File: src/rtl/ect_pkg.sv
// ----------------------------------------------------------------------------
// ect_pkg
// Shared types and constants of the exposure compensated trigger: register
// indexes, compare value selection, stage control bundles and the constants
// of the exposure to delay scaling.
// ----------------------------------------------------------------------------
package ect_pkg;

  localparam int NOW_W = 32;
  localparam int TPS_W = 26;
  localparam int PER_W = 16;
  localparam int CFG_IDX_W = 3;
  localparam int CFG_DATA_W = 32;

  // delay is kept clamped; every value at or above the clamp gives the same results
  localparam int DLY_W = PER_W + 1;
  localparam logic [DLY_W-1:0] DLY_CAP = '1;

  // delay = floor(dt * tps / 2000000), 2000000 = 2^7 * 15625
  localparam int PRE_SHIFT = 7;
  localparam int DIV_ODD = 15625;
  localparam int PROD_W = NOW_W + TPS_W;
  localparam int QUOT_W = PROD_W - PRE_SHIFT;
  localparam int NARROW_W = 31;
  localparam int REC_SHIFT = NARROW_W + 14;
  localparam int REC_W = 32;
  localparam int MUL2_W = NARROW_W + REC_W;
  localparam logic [63:0] RECIP_WIDE =
    ((64'd1 << REC_SHIFT) + 64'(DIV_ODD - 1)) / 64'(DIV_ODD);
  localparam logic [REC_W-1:0] RECIP = RECIP_WIDE[REC_W-1:0];
  localparam logic [QUOT_W-1:0] CAP_QUOT = QUOT_W'(DLY_CAP) * QUOT_W'(DIV_ODD);

  typedef enum logic [CFG_IDX_W-1:0] {
    REG_ENABLED,
    REG_COMP_EN,
    REG_PERIOD,
    REG_MAX_EXP,
    REG_TPS
  } cfg_reg_t;

  typedef enum logic {
    OP_TIMER,
    OP_EXP_END
  } op_t;

  typedef enum logic [1:0] {
    CV_NONE,
    CV_PERIOD,
    CV_DLY_M1,
    CV_PER_M_DLY
  } cval_sel_t;

  typedef struct packed {
    logic ld_mul;
    logic ld_div;
  } ect_adv_t;

  typedef struct packed {
    logic             fire;
    logic             stamp;
    logic             cvalid;
    cval_sel_t        sel;
    logic             dt_ok;
    logic [NOW_W-1:0] frame;
  } ect_ctl_t;

endpackage

File: src/rtl/ect_delay_calc.sv
// ----------------------------------------------------------------------------
// ect_delay_calc
// Two stage scaling of a measured exposure time into timer ticks:
// dt * ticks_per_second, then an exact division by 2000000 through a shift
// and a reciprocal multiply. Result clamped to DLY_CAP.
// ----------------------------------------------------------------------------
module ect_delay_calc
  import ect_pkg::*;
(
  input  logic             clk,
  input  ect_adv_t         adv,
  input  logic [NOW_W-1:0] dt,
  input  logic [TPS_W-1:0] tps,
  output logic [DLY_W-1:0] delay
);

  logic [PROD_W-1:0] prod_r;
  logic [PROD_W-1:0] prod_nxt;
  logic [QUOT_W-1:0] quot;
  logic              cap_r;
  logic              cap_nxt;
  logic [MUL2_W-1:0] mul2_r;
  logic [MUL2_W-1:0] mul2_nxt;

  assign prod_nxt = PROD_W'(dt) * PROD_W'(tps);
  assign quot     = prod_r[PROD_W-1:PRE_SHIFT];
  assign cap_nxt  = quot >= CAP_QUOT;
  assign mul2_nxt = MUL2_W'(quot[NARROW_W-1:0]) * MUL2_W'(RECIP);

  always_ff @(posedge clk) begin
    if (adv.ld_mul) begin
      prod_r <= prod_nxt;
    end
    if (adv.ld_div) begin
      cap_r  <= cap_nxt;
      mul2_r <= mul2_nxt;
    end
  end

  assign delay = cap_r ? DLY_CAP : mul2_r[REC_SHIFT+DLY_W-1:REC_SHIFT];

endmodule

File: src/rtl/exposure_compensated_trigger.sv
// ----------------------------------------------------------------------------
// exposure_compensated_trigger
// Path: an accepted beat passes the input register, then the control stage, the
// scaling multiply and the result register before it is presented on out_tvalid.
// Throughput: one beat per cycle unless out_tready stalls; the two multipliers
// of the delay scaling are pipelined, so each free stage takes a new beat each cycle.
// Reset: synchronous, active low; clears valid and sequencer state; sets registers to
// enabled 0, compensation 1, period 0, max exposure 0, ticks per second 1.
// ----------------------------------------------------------------------------
module exposure_compensated_trigger
  import ect_pkg::*;
(
  input  logic                  clk,
  input  logic                  rst_n,
  input  logic                  in_tvalid,
  output logic                  in_tready,
  input  logic [NOW_W-1:0]      in_tdata,   // [31:0] now_us
  input  logic [1:0]            in_tuser,   // [0] operation, [1] overflowed
  output logic                  out_tvalid,
  input  logic                  out_tready,
  output logic [55:0]           out_tdata,  // [0] fire_trigger, [1] take_timestamp,
                                            // [2] compare_valid, [18:3] compare_value,
                                            // [50:19] frame_number, [55:51] zero
  input  logic                  cfg_valid,
  output logic                  cfg_ready,
  input  logic [CFG_IDX_W-1:0]  cfg_index,
  input  logic [CFG_DATA_W-1:0] cfg_data
);

  logic              enabled_r;
  logic              comp_en_r;
  logic [PER_W-1:0]  period_r;
  logic [NOW_W-1:0]  max_exp_r;
  logic [TPS_W-1:0]  tps_r;

  logic              exposing_r,     exposing_nxt;
  logic              compensating_r, compensating_nxt;
  logic [NOW_W-1:0]  exp_start_r,    exp_start_nxt;
  logic [NOW_W-1:0]  frame_count_r,  frame_count_nxt;
  logic [DLY_W-1:0]  delay_r,        delay_nxt;

  logic              s1_valid_r;
  op_t               s1_op_r;
  logic              s1_ovf_r;
  logic [NOW_W-1:0]  s1_now_r;
  logic              s2_valid_r;
  ect_ctl_t          s2_ctl_r;
  logic              s3_valid_r;
  ect_ctl_t          s3_ctl_r;
  logic              out_valid_r;
  logic              out_fire_r;
  logic              out_stamp_r;
  logic              out_cvalid_r;
  logic [PER_W-1:0]  out_cval_r;
  logic [NOW_W-1:0]  out_frame_r;

  logic              out_free;
  logic              s3_ready;
  logic              s2_ready;
  logic              in_acc;
  ect_adv_t          adv;
  logic              adv_out;

  logic [NOW_W-1:0]  dt;
  logic              dt_bad;
  ect_ctl_t          ctl_nxt;
  logic [DLY_W-1:0]  calc_delay;
  logic [DLY_W-1:0]  dly_m1;
  logic [PER_W-1:0]  cval_nxt;

  // configuration
  assign cfg_ready = 1'b1;

  always_ff @(posedge clk) begin
    if (!rst_n) begin
      enabled_r <= 1'b0;
      comp_en_r <= 1'b1;
      period_r  <= '0;
      max_exp_r <= '0;
      tps_r     <= TPS_W'(1);
    end else if (cfg_valid) begin
      unique case (cfg_reg_t'(cfg_index))
        REG_ENABLED: enabled_r <= cfg_data[0];
        REG_COMP_EN: comp_en_r <= cfg_data[0];
        REG_PERIOD:  period_r  <= cfg_data[PER_W-1:0];
        REG_MAX_EXP: max_exp_r <= cfg_data[NOW_W-1:0];
        REG_TPS:     tps_r     <= cfg_data[TPS_W-1:0];
        default: ;
      endcase
    end
  end

  // stage handshake
  assign out_free   = !out_valid_r || out_tready;
  assign s3_ready   = !s3_valid_r || out_free;
  assign s2_ready   = !s2_valid_r || s3_ready;
  assign in_tready  = !s1_valid_r || s2_ready;
  assign in_acc     = in_tvalid && in_tready;
  assign adv        = '{ld_mul: s1_valid_r && s2_ready, ld_div: s2_valid_r && s3_ready};
  assign adv_out    = s3_valid_r && out_free;

  // control stage: sequencing flags, exposure start and frame count
  assign dt     = s1_now_r - exp_start_r;
  assign dt_bad = (dt == '0) || (dt >= max_exp_r);

  always_comb begin
    exposing_nxt     = exposing_r;
    compensating_nxt = compensating_r;
    exp_start_nxt    = exp_start_r;
    frame_count_nxt  = frame_count_r;
    ctl_nxt          = '0;
    ctl_nxt.sel      = CV_NONE;
    unique case (s1_op_r)
      OP_TIMER: begin
        if (s1_ovf_r && enabled_r) begin
          ctl_nxt.cvalid = 1'b1;
          if (comp_en_r && compensating_r) begin
            if (!exposing_r) begin
              exposing_nxt    = 1'b1;
              ctl_nxt.fire    = 1'b1;
              exp_start_nxt   = s1_now_r;
              frame_count_nxt = frame_count_r + NOW_W'(1);
              ctl_nxt.sel     = CV_DLY_M1;
            end else begin
              ctl_nxt.stamp    = 1'b1;
              compensating_nxt = 1'b0;
              ctl_nxt.sel      = CV_PERIOD;
            end
          end else begin
            exposing_nxt    = 1'b1;
            ctl_nxt.fire    = 1'b1;
            ctl_nxt.stamp   = 1'b1;
            exp_start_nxt   = s1_now_r;
            frame_count_nxt = frame_count_r + NOW_W'(1);
            ctl_nxt.sel     = CV_PERIOD;
          end
        end
      end
      OP_EXP_END: begin
        if (comp_en_r) begin
          compensating_nxt = !dt_bad;
          exposing_nxt     = 1'b0;
          ctl_nxt.cvalid   = 1'b1;
          ctl_nxt.sel      = CV_PER_M_DLY;
          ctl_nxt.dt_ok    = !dt_bad;
        end
      end
      default: ;
    endcase
    ctl_nxt.frame = frame_count_nxt;
  end

  ect_delay_calc u_delay_calc (
    .clk   (clk),
    .adv   (adv),
    .dt    (dt),
    .tps   (tps_r),
    .delay (calc_delay)
  );

  // result stage: compare value and delay update
  assign dly_m1 = delay_r - DLY_W'(1);

  always_comb begin
    delay_nxt = delay_r;
    cval_nxt  = '0;
    case (s3_ctl_r.sel)
      CV_NONE:   cval_nxt = '0;
      CV_PERIOD: cval_nxt = period_r;
      CV_DLY_M1: begin
        if (delay_r == '0) begin
          cval_nxt = period_r;
        end else if (|dly_m1[DLY_W-1:PER_W]) begin
          cval_nxt = '1;
        end else begin
          cval_nxt = dly_m1[PER_W-1:0];
        end
      end
      CV_PER_M_DLY: begin
        delay_nxt = s3_ctl_r.dt_ok ? calc_delay : '0;
        if (DLY_W'(period_r) > delay_nxt) begin
          cval_nxt = period_r - delay_nxt[PER_W-1:0];
        end else begin
          cval_nxt = '0;
        end
      end
      default: cval_nxt = '0;
    endcase
  end

  // control registers
  always_ff @(posedge clk) begin
    if (!rst_n) begin
      s1_valid_r     <= 1'b0;
      s2_valid_r     <= 1'b0;
      s3_valid_r     <= 1'b0;
      out_valid_r    <= 1'b0;
      exposing_r     <= 1'b0;
      compensating_r <= 1'b0;
      exp_start_r    <= '0;
      frame_count_r  <= '0;
      delay_r        <= '0;
    end else begin
      if (in_acc) begin
        s1_valid_r <= 1'b1;
      end else if (adv.ld_mul) begin
        s1_valid_r <= 1'b0;
      end
      if (adv.ld_mul) begin
        s2_valid_r     <= 1'b1;
        exposing_r     <= exposing_nxt;
        compensating_r <= compensating_nxt;
        exp_start_r    <= exp_start_nxt;
        frame_count_r  <= frame_count_nxt;
      end else if (adv.ld_div) begin
        s2_valid_r <= 1'b0;
      end
      if (adv.ld_div) begin
        s3_valid_r <= 1'b1;
      end else if (adv_out) begin
        s3_valid_r <= 1'b0;
      end
      if (adv_out) begin
        out_valid_r <= 1'b1;
        delay_r     <= delay_nxt;
      end else if (out_tready) begin
        out_valid_r <= 1'b0;
      end
    end
  end

  // payload registers
  always_ff @(posedge clk) begin
    if (in_acc) begin
      s1_op_r  <= op_t'(in_tuser[0]);
      s1_ovf_r <= in_tuser[1];
      s1_now_r <= in_tdata;
    end
    if (adv.ld_mul) begin
      s2_ctl_r <= ctl_nxt;
    end
    if (adv.ld_div) begin
      s3_ctl_r <= s2_ctl_r;
    end
    if (adv_out) begin
      out_fire_r   <= s3_ctl_r.fire;
      out_stamp_r  <= s3_ctl_r.stamp;
      out_cvalid_r <= s3_ctl_r.cvalid;
      out_cval_r   <= cval_nxt;
      out_frame_r  <= s3_ctl_r.frame;
    end
  end

  assign out_tvalid = out_valid_r;
  assign out_tdata  = {5'b0, out_frame_r, out_cval_r, out_cvalid_r, out_stamp_r, out_fire_r};

  // checks
  a_frame_on_fire: assert property (@(posedge clk) disable iff (!rst_n)
    $past(rst_n) && !$stable(frame_count_r) |-> $past(adv.ld_mul && ctl_nxt.fire))
    else $error("frame count moved without a trigger");

  a_cval_zero: assert property (@(posedge clk) disable iff (!rst_n)
    out_tvalid && !out_cvalid_r |-> out_cval_r == '0)
    else $error("compare value set without compare_valid");

  a_fire_sets_compare: assert property (@(posedge clk) disable iff (!rst_n)
    out_tvalid && out_fire_r |-> out_cvalid_r)
    else $error("trigger without a new compare value");

endmodule

File: config.mk
export PLATFORM = sky130hd
export DESIGN_NAME = exposure_compensated_trigger
export DESIGN_NICKNAME = d
export VERILOG_FILES = /design/src/rtl/ect_pkg.sv /design/src/rtl/ect_delay_calc.sv /design/src/rtl/exposure_compensated_trigger.sv
export SDC_FILE = /design/constraint.sdc
export NUM_CORES = 2
export LEC_CHECK = 0
export BUFFER_PORTS_ARGS = -buffer_cell sky130_fd_sc_hd__buf_2
export CAP_MARGIN = 0
export CORE_MARGIN = 2
export CORE_UTILIZATION = 35
export CTS_CLUSTER_DIAMETER = 40
export DETAILED_ROUTE_END_ITERATION = 7
export GPL_TIMING_DRIVEN = 0
export PLACE_DENSITY = 0.59
export SLEW_MARGIN = 30
export SYNTH_ARGS = -nofsm -noshare
export SYNTH_HDL_FRONTEND = slang
export SYNTH_SLANG_ARGS = --single-unit
File: constraint.sdc
create_clock -name clk -period 16.06 [get_ports clk]
set_input_delay 4.015 -clock clk [delete_from_list [all_inputs] [get_ports clk]]
set_output_delay 4.015 -clock clk [all_outputs]
set_load 0.05 [all_outputs]
==> out/qor.yml <==
async_reset_ff_frac: 0
finalSetupViolations: 0
drc: 0
dieWidth_um: 418
avgSynthCellArea_sq_um: 9.77
layout-drive-gt1-share: 0.0522
tightest_slew_ns: 1.12
die_area_sq_mm: 0.174
min_path_type: "reg -> reg"
via_count: 43434
grt_max_degree: 52
rows: 151
ctsHoldBuffers: 0
setup_tns_ns: 0
grt_pass1_vias: 45833
ys_seq_area_frac: 0.170
top_level_ports: 133
dp_hpwl_mm: 161
postCtsSetupRepairBufs: 0
critPathMaxStageDelay_ns: 0.71
cts_resized: 0
period_minus_slack_ns: 11.63
finalMaxSlewViolations: 0
clk_latency_ns: 0.66
yosysWarnings: 0
arrival_ns: 11.99
place.gp.congestion: 1.01
reg2reg_slack_ns: 4.43
slew_headroom: 0.254
antenna_found_initial: 12
drt_iter0_markers: 3498
synth_cells: 6130
ys_types: 79
die_y_um: 418
ys_top_cells_by_area: "fa_1 37%, ha_1 13%, edfxtp_1 12%"
clock.fmax_mhz: 86.0
synth_ff_type: "edfxtp_1"
r2r_start: "s1_now_r[6]"
gr-usage-all-layers: 0.222
drt-total-wl_mm: 191
worstSetupEndpoint: "u_delay_calc.prod_r[57]"
synth_top_area_share: 0.367
drt_pass1_iterations: 6
rsz0062_at_grt: "false"
clkTransAtPathRegs_ns: 0.06
layout.nets: 8159
ctsRootBufferMaster: "clkbuf_16"
cts_tree: "built"
finalHoldViolCount: 0
via_per_inst: 5.04
worst-setup-path-type: "reg -> reg"
cpMaxStageDelayCell: "clkbuf_1"
cts_max_path_buffers: 3
core_sq_mm: 0.170
syn_area_sq_mm: 0.0599
ant_nets: 0
cp-start-kind: "register"
maxCapViolations: 0
synth-edff-count: 230
ys_seq_elements: 393
end_kind: "register"
cts_buffers: 54
syn_to_final_growth_pct: 10.1
initial_core_util: 0.353
port_buffers: 125
crit_top_cell: "fa_1"
htree_levels: 2
clock_skew_ns: 0.0765
worst-path-max-fanout: 10
status: "finished clean"
grt_first_pass_wirelength_mm: 289
cts_sinks: 393
crit_start: "s1_now_r[6]"
post-synth-top-area-cell: "fa_1"
reg2reg_to: "u_delay_calc.prod_r[57]"
wl_per_cell_um: 22.2
reg2reg_depth: 34
worstPathRequired_ns: 16.42
grt_overflow_total: 0
fin_crit_sh: 0.724
-- layout by cell type, fill, tap and decap left out, types with 54 or more instances in the layout --
cell type and instances:
xor2_1 64, dfxtp_1 163, nor2_1 114, a21boi_0 120
nand2_1 710, inv_1 1357, nor2b_1 57, buf_2 126
xnor2_1 81, clkbuf_1 207, and2_1 471, o21ai_0 113
a21oi_1 138, ha_1 640, a21o_1 95, nand3_1 55
edfxtp_1 230, clkbuf_16 54, fa_1 1097
-- worst max-delay path: cells and delay by family (launching register included) --
| family | cells | cell delay [ns] |
|---|---|---|
| AOI/OAI and AO/OA | 9 | 2.31 |
| DFF | 1 | 0.50 |
| buffers and inverters | 6 | 1.29 |
| adders and majority gates | 9 | 4.36 |
| and+or+nand+nor | 8 | 2.08 |
| xor gates and xnor gates | 2 | 0.84 |
-- through the flow --
step                      std cells  hold WS (ns)  utilization  setup WS (ns)  cell area, sq um
after floorplan                6134         0.400            -           7.06             59900
after global placement         8477         0.401        0.373           3.79             63300
after detailed placement       8510         0.405        0.378           4.61             64100
after CTS                      8612         0.331        0.389           4.57             65900
after global routing           8613         0.356        0.389           3.83             66000
final                          8618         0.360        0.389           4.43             66000
-- per-layer routing --
| metal | GRT usage | part of all wire |
|---|---|---|
| met5 | 0 | 0.00010 |
| met1 | 0.306 | 0.43 |
| met4 | 0.0806 | 0.044 |
| met3 | 0.0358 | 0.072 |
| met2 | 0.353 | 0.45 |
-- how the worst min path moves through the flow --
stage                 start              end  cells after the start
2_1_floorplan  s3_ctl_r[35]     out_cvalid_r                      0
5_1_grt        s3_ctl_r[15]  out_frame_r[15]                      0
4_1_cts        s3_ctl_r[37]       out_fire_r                      0
3_5_place_dp    s3_ctl_r[1]   out_frame_r[1]                      0
3_3_place_gp   s3_ctl_r[36]      out_stamp_r                      0
6_report       s3_ctl_r[37]       out_fire_r                      0
-- logic make-up after synthesis --
family                   share of synthesized area
adder cells (fa/ha/maj)                      0.500
AO/OA/AOI/OAI                               0.0692
buffers and inverters                       0.0998
flip-flops                                   0.170
AND/OR/NAND/NOR                              0.134
multiplexers                               0.00140
other                                     0.000125
XOR/XNOR                                    0.0250
-- sequential cells by signal, summed over array words and instances (netlist names), 16 cells and up --
| signal | cells |
|---|---|
| u_delay_calc.prod_r | 51 |
| s2_ctl_r | 38 |
| s3_ctl_r | 38 |
| exp_start_r | 32 |
| frame_count_r | 32 |
| max_exp_r | 32 |
| out_frame_r | 32 |
| s1_now_r | 32 |
| tps_r | 26 |
| delay_r | 17 |
| u_delay_calc.mul2_r | 17 |
| out_cval_r | 16 |
| period_r | 16 |
-- synth_stat cells (all sizes together) (57+ instances only) --
| cell | number |
|---|---|
| and2 | 473 |
| nor2 | 114 |
| o21ai | 118 |
| nand3 | 57 |
| xnor2 | 98 |
| fa | 1097 |
| nor2b | 60 |
| clkbuf | 214 |
| nand2 | 710 |
| inv | 1357 |
| xor2 | 73 |
| a21o | 95 |
| a21boi | 121 |
| edfxtp | 230 |
| a21oi | 139 |
| dfxtp | 163 |
| ha | 640 |
-- final cells by class --
cell class	count	area, sq um
fill	16889	104000
antenna	6	15.0
multi-input combinational	4159	44100
sequential	393	10200
tap	2218	2780
buffer	225	907
clock buffer	61	1380
inverter	1357	5090
timing repair buffer	158	1070
clock inverter	41	503
Power is left out: the tool's default activity adds up to more than one toggle a clock period on the data nets, which glitch-free logic cannot reach.
